### src/hw/rtl/alsf_pkg.sv
// ----------------------------------------------------------------------------
// alsf_pkg
// Shared types, constants and the determinant micro-program for the affine
// least-squares fit core.
// ----------------------------------------------------------------------------
package alsf_pkg;

  // Default capacity of one point set
  localparam int MaxPointsDef = 1024;

  // Field and datapath widths
  localparam int PT_W    = 24;   // Q16.8 point coordinate
  localparam int PROD_W  = 2 * PT_W;
  localparam int ENT_W   = 64;   // normal-matrix entry, sign-extended
  localparam int WIDE_W  = 256;  // exact determinant arithmetic
  localparam int COEF_W  = 64;   // Q32.32 coefficient
  localparam int TOT_W   = 11;   // point_total field
  localparam int BIT_W   = $clog2(ENT_W);
  localparam int STEP_W  = 4;
  localparam int N_STEPS = 9;    // products in one 3x3 determinant
  localparam int N_COEF  = 6;
  localparam int MinPoints = 3;

  // Result scaling: offset in Q16.8 units, gains in Q32.32
  localparam int OfsShift  = 24;
  localparam int GainShift = 32;

  // fit_status codes
  localparam logic [1:0] ST_OK   = 2'd0;
  localparam logic [1:0] ST_FEW  = 2'd1;
  localparam logic [1:0] ST_SING = 2'd2;
  localparam logic [1:0] ST_OVF  = 2'd3;

  typedef struct packed {
    logic signed [PT_W-1:0] src_x;
    logic signed [PT_W-1:0] src_y;
    logic signed [PT_W-1:0] dst_x;
    logic signed [PT_W-1:0] dst_y;
    logic                   last_point;
  } in_t;

  typedef struct packed {
    logic signed [COEF_W-1:0] x_offset;
    logic signed [COEF_W-1:0] x_from_src_x;
    logic signed [COEF_W-1:0] x_from_src_y;
    logic signed [COEF_W-1:0] y_offset;
    logic signed [COEF_W-1:0] y_from_src_x;
    logic signed [COEF_W-1:0] y_from_src_y;
    logic [1:0]               fit_status;
    logic [TOT_W-1:0]         point_total;
  } out_t;

  // What to do with a finished product
  typedef enum logic [2:0] {
    OP_T_SET,
    OP_T_SUB,
    OP_D_SET,
    OP_D_SUB,
    OP_D_ADD
  } mac_op_t;

  // One product of the determinant expansion
  typedef struct packed {
    logic       a_is_t;   // multiplicand is the 2x2 minor register
    logic [1:0] a_r;
    logic [1:0] a_c;
    logic [1:0] b_r;
    logic [1:0] b_c;
    mac_op_t    op;
  } uop_t;

  // Controller to datapath
  typedef struct packed {
    logic             accept;
    logic             clear;
    logic             clr_coef;
    logic             mul_load;
    logic             mul_step;
    logic             mul_last;
    logic             macc;
    logic             save_det;
    logic             div_start;
    logic             coef_wr;
    logic             out_load;
    logic [STEP_W-1:0] step;
    logic [1:0]       col;     // 0 = plain matrix, 1..3 = column replaced
    logic             axis;    // 0 = destination x, 1 = destination y
    logic [1:0]       status;
  } cmd_t;

  // Datapath to controller
  typedef struct packed {
    logic few_pts;
    logic det_zero;
    logic ovf;
    logic div_done;
    logic out_busy;
  } sts_t;

  // Cofactor expansion along row 0:
  //   det = m00(m11m22 - m12m21) - m01(m10m22 - m12m20) + m02(m10m21 - m11m20)
  function automatic uop_t uop_f(input logic [STEP_W-1:0] step);
    uop_t u;
    u = '{a_is_t: 1'b0, a_r: 2'd0, a_c: 2'd0, b_r: 2'd0, b_c: 2'd0, op: OP_T_SET};
    unique case (step)
      4'd0: u = '{1'b0, 2'd1, 2'd1, 2'd2, 2'd2, OP_T_SET};
      4'd1: u = '{1'b0, 2'd1, 2'd2, 2'd2, 2'd1, OP_T_SUB};
      4'd2: u = '{1'b1, 2'd0, 2'd0, 2'd0, 2'd0, OP_D_SET};
      4'd3: u = '{1'b0, 2'd1, 2'd0, 2'd2, 2'd2, OP_T_SET};
      4'd4: u = '{1'b0, 2'd1, 2'd2, 2'd2, 2'd0, OP_T_SUB};
      4'd5: u = '{1'b1, 2'd0, 2'd0, 2'd0, 2'd1, OP_D_SUB};
      4'd6: u = '{1'b0, 2'd1, 2'd0, 2'd2, 2'd1, OP_T_SET};
      4'd7: u = '{1'b0, 2'd1, 2'd1, 2'd2, 2'd0, OP_T_SUB};
      4'd8: u = '{1'b1, 2'd0, 2'd0, 2'd0, 2'd2, OP_D_ADD};
      default: u = '{1'b0, 2'd0, 2'd0, 2'd0, 2'd0, OP_T_SET};
    endcase
    return u;
  endfunction

endpackage

### src/hw/rtl/alsf_ctrl.sv
// ----------------------------------------------------------------------------
// alsf_ctrl
// Sequencer: accumulation, up to seven determinants, six divisions, result.
// ----------------------------------------------------------------------------
module alsf_ctrl (
  input  logic             clk,
  input  logic             rst_n,
  input  logic             in_valid,
  input  logic             in_last,
  output logic             in_stall,
  input  alsf_pkg::sts_t   sts,
  output alsf_pkg::cmd_t   cmd
);

  typedef enum logic [7:0] {
    S_ACC   = 8'b0000_0001,
    S_DRAIN = 8'b0000_0010,
    S_LOAD  = 8'b0000_0100,
    S_RUN   = 8'b0000_1000,
    S_MACC  = 8'b0001_0000,
    S_DET   = 8'b0010_0000,
    S_DIV   = 8'b0100_0000,
    S_RES   = 8'b1000_0000
  } state_t;

  state_t                           state_r, state_nxt;
  logic [alsf_pkg::STEP_W-1:0]      step_r, step_nxt;
  logic [1:0]                       col_r, col_nxt;
  logic                             axis_r, axis_nxt;
  logic [alsf_pkg::BIT_W-1:0]       bit_r, bit_nxt;
  logic [1:0]                       stat_r, stat_nxt;
  logic                             bit_end;

  assign bit_end  = (bit_r == alsf_pkg::BIT_W'(alsf_pkg::ENT_W - 1));
  assign in_stall = (state_r != S_ACC);

  // Next state and commands
  always_comb begin
    state_nxt = state_r;
    step_nxt  = step_r;
    col_nxt   = col_r;
    axis_nxt  = axis_r;
    bit_nxt   = bit_r;
    stat_nxt  = stat_r;
    cmd       = '0;
    cmd.step   = step_r;
    cmd.col    = col_r;
    cmd.axis   = axis_r;
    cmd.status = stat_r;
    unique case (state_r)
      S_ACC: begin
        cmd.accept = in_valid;
        if (in_valid && in_last) state_nxt = S_DRAIN;
      end
      S_DRAIN: begin
        cmd.clr_coef = 1'b1;
        step_nxt = '0;
        col_nxt  = 2'd0;
        axis_nxt = 1'b0;
        if (sts.few_pts) begin
          stat_nxt  = alsf_pkg::ST_FEW;
          state_nxt = S_RES;
        end else begin
          state_nxt = S_LOAD;
        end
      end
      S_LOAD: begin
        cmd.mul_load = 1'b1;
        bit_nxt   = '0;
        state_nxt = S_RUN;
      end
      S_RUN: begin
        cmd.mul_step = 1'b1;
        cmd.mul_last = bit_end;
        bit_nxt = bit_r + 1'b1;
        if (bit_end) state_nxt = S_MACC;
      end
      S_MACC: begin
        cmd.macc = 1'b1;
        if (step_r == alsf_pkg::STEP_W'(alsf_pkg::N_STEPS - 1)) begin
          state_nxt = S_DET;
        end else begin
          step_nxt  = step_r + 1'b1;
          state_nxt = S_LOAD;
        end
      end
      S_DET: begin
        step_nxt = '0;
        if (col_r == 2'd0) begin
          if (sts.det_zero) begin
            stat_nxt  = alsf_pkg::ST_SING;
            state_nxt = S_RES;
          end else begin
            cmd.save_det = 1'b1;
            col_nxt   = 2'd1;
            state_nxt = S_LOAD;
          end
        end else begin
          cmd.div_start = 1'b1;
          state_nxt = S_DIV;
        end
      end
      S_DIV: begin
        if (sts.div_done) begin
          cmd.coef_wr = 1'b1;
          if (col_r == 2'd3) begin
            if (axis_r) begin
              stat_nxt  = sts.ovf ? alsf_pkg::ST_OVF : alsf_pkg::ST_OK;
              state_nxt = S_RES;
            end else begin
              axis_nxt  = 1'b1;
              col_nxt   = 2'd1;
              state_nxt = S_LOAD;
            end
          end else begin
            col_nxt   = col_r + 1'b1;
            state_nxt = S_LOAD;
          end
        end
      end
      S_RES: begin
        if (!sts.out_busy) begin
          cmd.out_load = 1'b1;
          cmd.clear    = 1'b1;
          state_nxt    = S_ACC;
        end
      end
      default: state_nxt = S_ACC;
    endcase
  end

  always_ff @(posedge clk) begin
    if (!rst_n) begin
      state_r <= S_ACC;
      step_r  <= '0;
      col_r   <= 2'd0;
      axis_r  <= 1'b0;
      bit_r   <= '0;
      stat_r  <= alsf_pkg::ST_OK;
    end else begin
      state_r <= state_nxt;
      step_r  <= step_nxt;
      col_r   <= col_nxt;
      axis_r  <= axis_nxt;
      bit_r   <= bit_nxt;
      stat_r  <= stat_nxt;
    end
  end

endmodule

### config.mk
export PLATFORM = sky130hd
export DESIGN_NAME = alsf_ctrl
export DESIGN_NICKNAME = d
export VERILOG_FILES = /design/src/hw/rtl/alsf_pkg.sv /design/src/hw/rtl/alsf_ctrl.sv
export SDC_FILE = /design/constraint.sdc
export NUM_CORES = 1
export LEC_CHECK = 0
export BUFFER_PORTS_ARGS = -buffer_cell sky130_fd_sc_hd__buf_4
export CAP_MARGIN = 20
export CORE_MARGIN = 3
export CORE_UTILIZATION = 35
export DETAILED_ROUTE_END_ITERATION = 8
export MAX_ROUTING_LAYER = met4
export PLACE_DENSITY = 0.66
export SLEW_MARGIN = 20
export SYNTH_ARGS = -nofsm -noshare
export SYNTH_HDL_FRONTEND = slang
export SYNTH_SLANG_ARGS = --single-unit
### constraint.sdc
create_clock -name clk -period 2.5 [get_ports clk]
set_input_delay 0.5 -clock clk [delete_from_list [all_inputs] [get_ports clk]]
set_output_delay 0.5 -clock clk [all_outputs]
set_load 0.005 [all_outputs]
==> summary.txt <==
Logic synthesis
  – Cell count after synthesis: 188
  – Synth cell types: 51
  – Post-synth ARST share: 0%
  – Yosys top cell area share: 30.7%
  – Synthesized Nets: 203
  – Netlist Area Pre-Place: 1500 sq um
  – EDFF count, synth: 0
  – Synthesized flop and latch total: 23
  – Count leader, synth: dfxtp_1
  – Largest cells by area after synthesis: dfxtp_1 (31%), a21oi_1 (5.3%), nor2_1 (5.2%), ha_1 (5.0%), and3_1 (3.8%)
  – Yosys top cell by area: dfxtp_1
  – Seq/Total Area, Yosys: 30.7%
  – Ys Warns: 0
  – Average size of a mapped cell: 7.99 sq um
  – Primary FF master, synth: dfxtp_1
  – Commonest cells in the netlist: dfxtp_1 (23), nor2_1 (21), a21oi_1 (16)

Cells and area
  – Diode count: 0
  – Final Instance Count excl. Fillers: 266
  – Share of post-route cells with drive strength above 1: 25.0%
  – Multi-input gate area: 932 sq um
  – Final nets: 232
  – Filler Cell Count: 432
  – Sequential Area: 467 sq um
  – Final instance area: 1810 sq um
  – Area growth from synthesis to layout: 20.7%

Power
  – P_leak: 0.776 nW
  – Power per cell area: 593 nW/um^2
  – Worst vdd ir: 308 uV

Clock network
  – Clk slew on worst S/H paths: 0.08 ns
  – Max clock buf depth: 2
  – TritonCTS clock tree: built
  – Clk sink count: 23
  – Worst-Skew Late Latency: 0.27 ns
  – Root buffer cell: clkbuf_8
  – Num CTS Buffers: 3
  – H-tree depth: 1

Critical path
  – CP endpoint kind: output port
  – Crit path kind: flip-flop to output port
  – Worst setup SP type: flip-flop
  – Data arrival, critical path: 1.94 ns
  – Worst R2R Path Depth: 6
  – Crit Path Max Fanout: 9
  – Reg-to-Reg End: stat_r[1]$_SDFFE_PN0P_
  – Crit path required time: 2.00 ns
  – R2r setup slk: 0.24 ns
  – Crit Reg-Reg Startpoint: state_r[1]$_SDFFE_PN0P_

STA
  – Max Clock Freq: 0.410 GHz
  – Slew Limit Fails: 0
  – Setup TNS: 0 ns
  – Final clock skew: 0.00279 ns
  – Min cycle time layout: 2.44 ns
  – Setup violators final: 0
  – Final hold viol count: 0
  – Rel. slew slack: 63.8%
  – Tightest Pin Transition: 0.536 ns
  – RSZ-0062 raised after global routing: false
  – Fin crit share: 97.5%

Status
  – Result of the run: finished clean

Routing
  – Routed Antenna Nets: 0
  – Drt wl/cell: 13.7 um
  – Drt initial violations: 63
  – Avg Vias per Cell: 5.40
  – Vias: 1436
  – Residual DRC: 0
  – Final wirelength: 3630 um
  – DR pass1 iterations: 6

Place
  – Gp weighted congestion: 0.841
  – Port-buffer cells: 29
  – Post-DP HPWL: 2760 um
  – DP Area: 1750 sq um
  – Placed insts: 261

Worst hold path
  – Worst Hold Endpoint: state_r[0]$_SDFFE_PN1P_
  – Worst Hold Depth: 2
  – Hold WC Path Type: input port to flip-flop
  – Worst Hold Launch: rst_n

Global route
  – Global Route Usage Sum: 15.4%
  – GRT Residual Overflow: 0
  – Met3 usage: 3.79%
  – Antenna violations before repair: 0
  – Number of global-route vias before repair: 1342
  – Global routing's busiest layer: met2
  – Met2 usage: 22.7%
  – Global-route wire length before repair: 6160 um
  – Largest net degree at the start of global routing: 16
  – GRT met1 Usage: 20.2%

Floorplanning
  – Number of I/O pins: 30
  – Area of the core: 4060 sq um
  – Die height: 71.5 um
  – Die X-Extent: 71.5 um
  – Die ar.: 5110 sq um
  – Starting Density: 37.0%
  – Row Count: 23

Flow run
  – Max-cap violation count: 0
-- power breakdown --
group / internal (mW) / switching (mW)
clock network: 0.114 / 0.117
logic: 0.180 / 0.213
registers: 0.403 / 0.0469
-- sequential cells by signal, indices dropped and copies added (netlist names) --
| register | count |
|---|---|
| state_r | 8 |
| bit_r | 6 |
| step_r | 4 |
| col_r | 2 |
| stat_r | 2 |
| axis_r | 1 |
-- critical path: stages, from the launching register on --
cell and delay [ns]:
dfxtp_4 0.38, or4_4 0.52, or4_4 0.57, nor2_2 0.10, buf_4 0.11
-- layout by cell type (no fill, tap or decap), types with 4 or more instances in the layout --
cell type,instances
inv_1,9
dfxtp_1,20
buf_4,34
nand2_1,15
and2_1,4
ha_1,6
nand3_1,10
a21oi_1,16
nor2_1,20
and3_1,9
o21ai_0,9
-- area by class of cell --
class | instances | share of cell area, %
inverter | 10 | 2.76
multi-input combinational | 145 | 51.5
tap | 50 | 3.45
timing repair buffer | 34 | 14.1
sequential | 23 | 25.8
clock buffer | 4 | 2.49
-- how the worst max path moves through the flow --
stage / end / from
after global routing: cmd[14] / state_r[1]$_SDFFE_PN0P_
after global placement: cmd[14] / state_r[1]$_SDFFE_PN0P_
after detailed placement: cmd[14] / state_r[1]$_SDFFE_PN0P_
final: cmd[14] / state_r[1]$_SDFFE_PN0P_
after floorplan: cmd[18] / state_r[1]$_SDFFE_PN0P_
after CTS: cmd[14] / state_r[1]$_SDFFE_PN0P_
-- stage by stage --
stage / util, % / hold WS (ns) / worst slack [ns] / total power [mW]
after global routing: 44.7 / 0.470 / 0.00306 / 1.16
final: 44.7 / 0.473 / 0.0618 / 1.07
after global placement: 43.1 / 0.474 / 0.346 / 0.840
after detailed placement: 43.1 / 0.472 / 0.328 / 0.845
after floorplan: - / 0.467 / 0.356 / 0.711
after CTS: 44.2 / 0.470 / 0.0305 / 1.08
-- repair_timing --
action,in CTS,in global routing
hold buffers,0,0
setup buffers,0,1
resized for setup,0,5
setup endpoints to repair,0,5
-- metal layers --
layer	vias up	wire, um
li1	726	-
met1	670	1720
met2	33	1640
met3	7	211
met4	0	61
met5	-	0
-- cells by family (layout without fill, tap and decap cells) --
group | Yosys count | count (layout) | synth area share [%]
AOI/OAI and AO/OA | 42 | 42 | 18.2
adders and majority gates | 6 | 6 | 5.00
buffers and inverters | 20 | 48 | 7.42
muxes | 2 | 2 | 1.67
and+or+nand+nor | 92 | 92 | 35.3
xor gates and xnor gates | 3 | 3 | 1.75
DFF | 23 | 23 | 30.7
No activity file was read; power rests on OpenSTA's default activity.
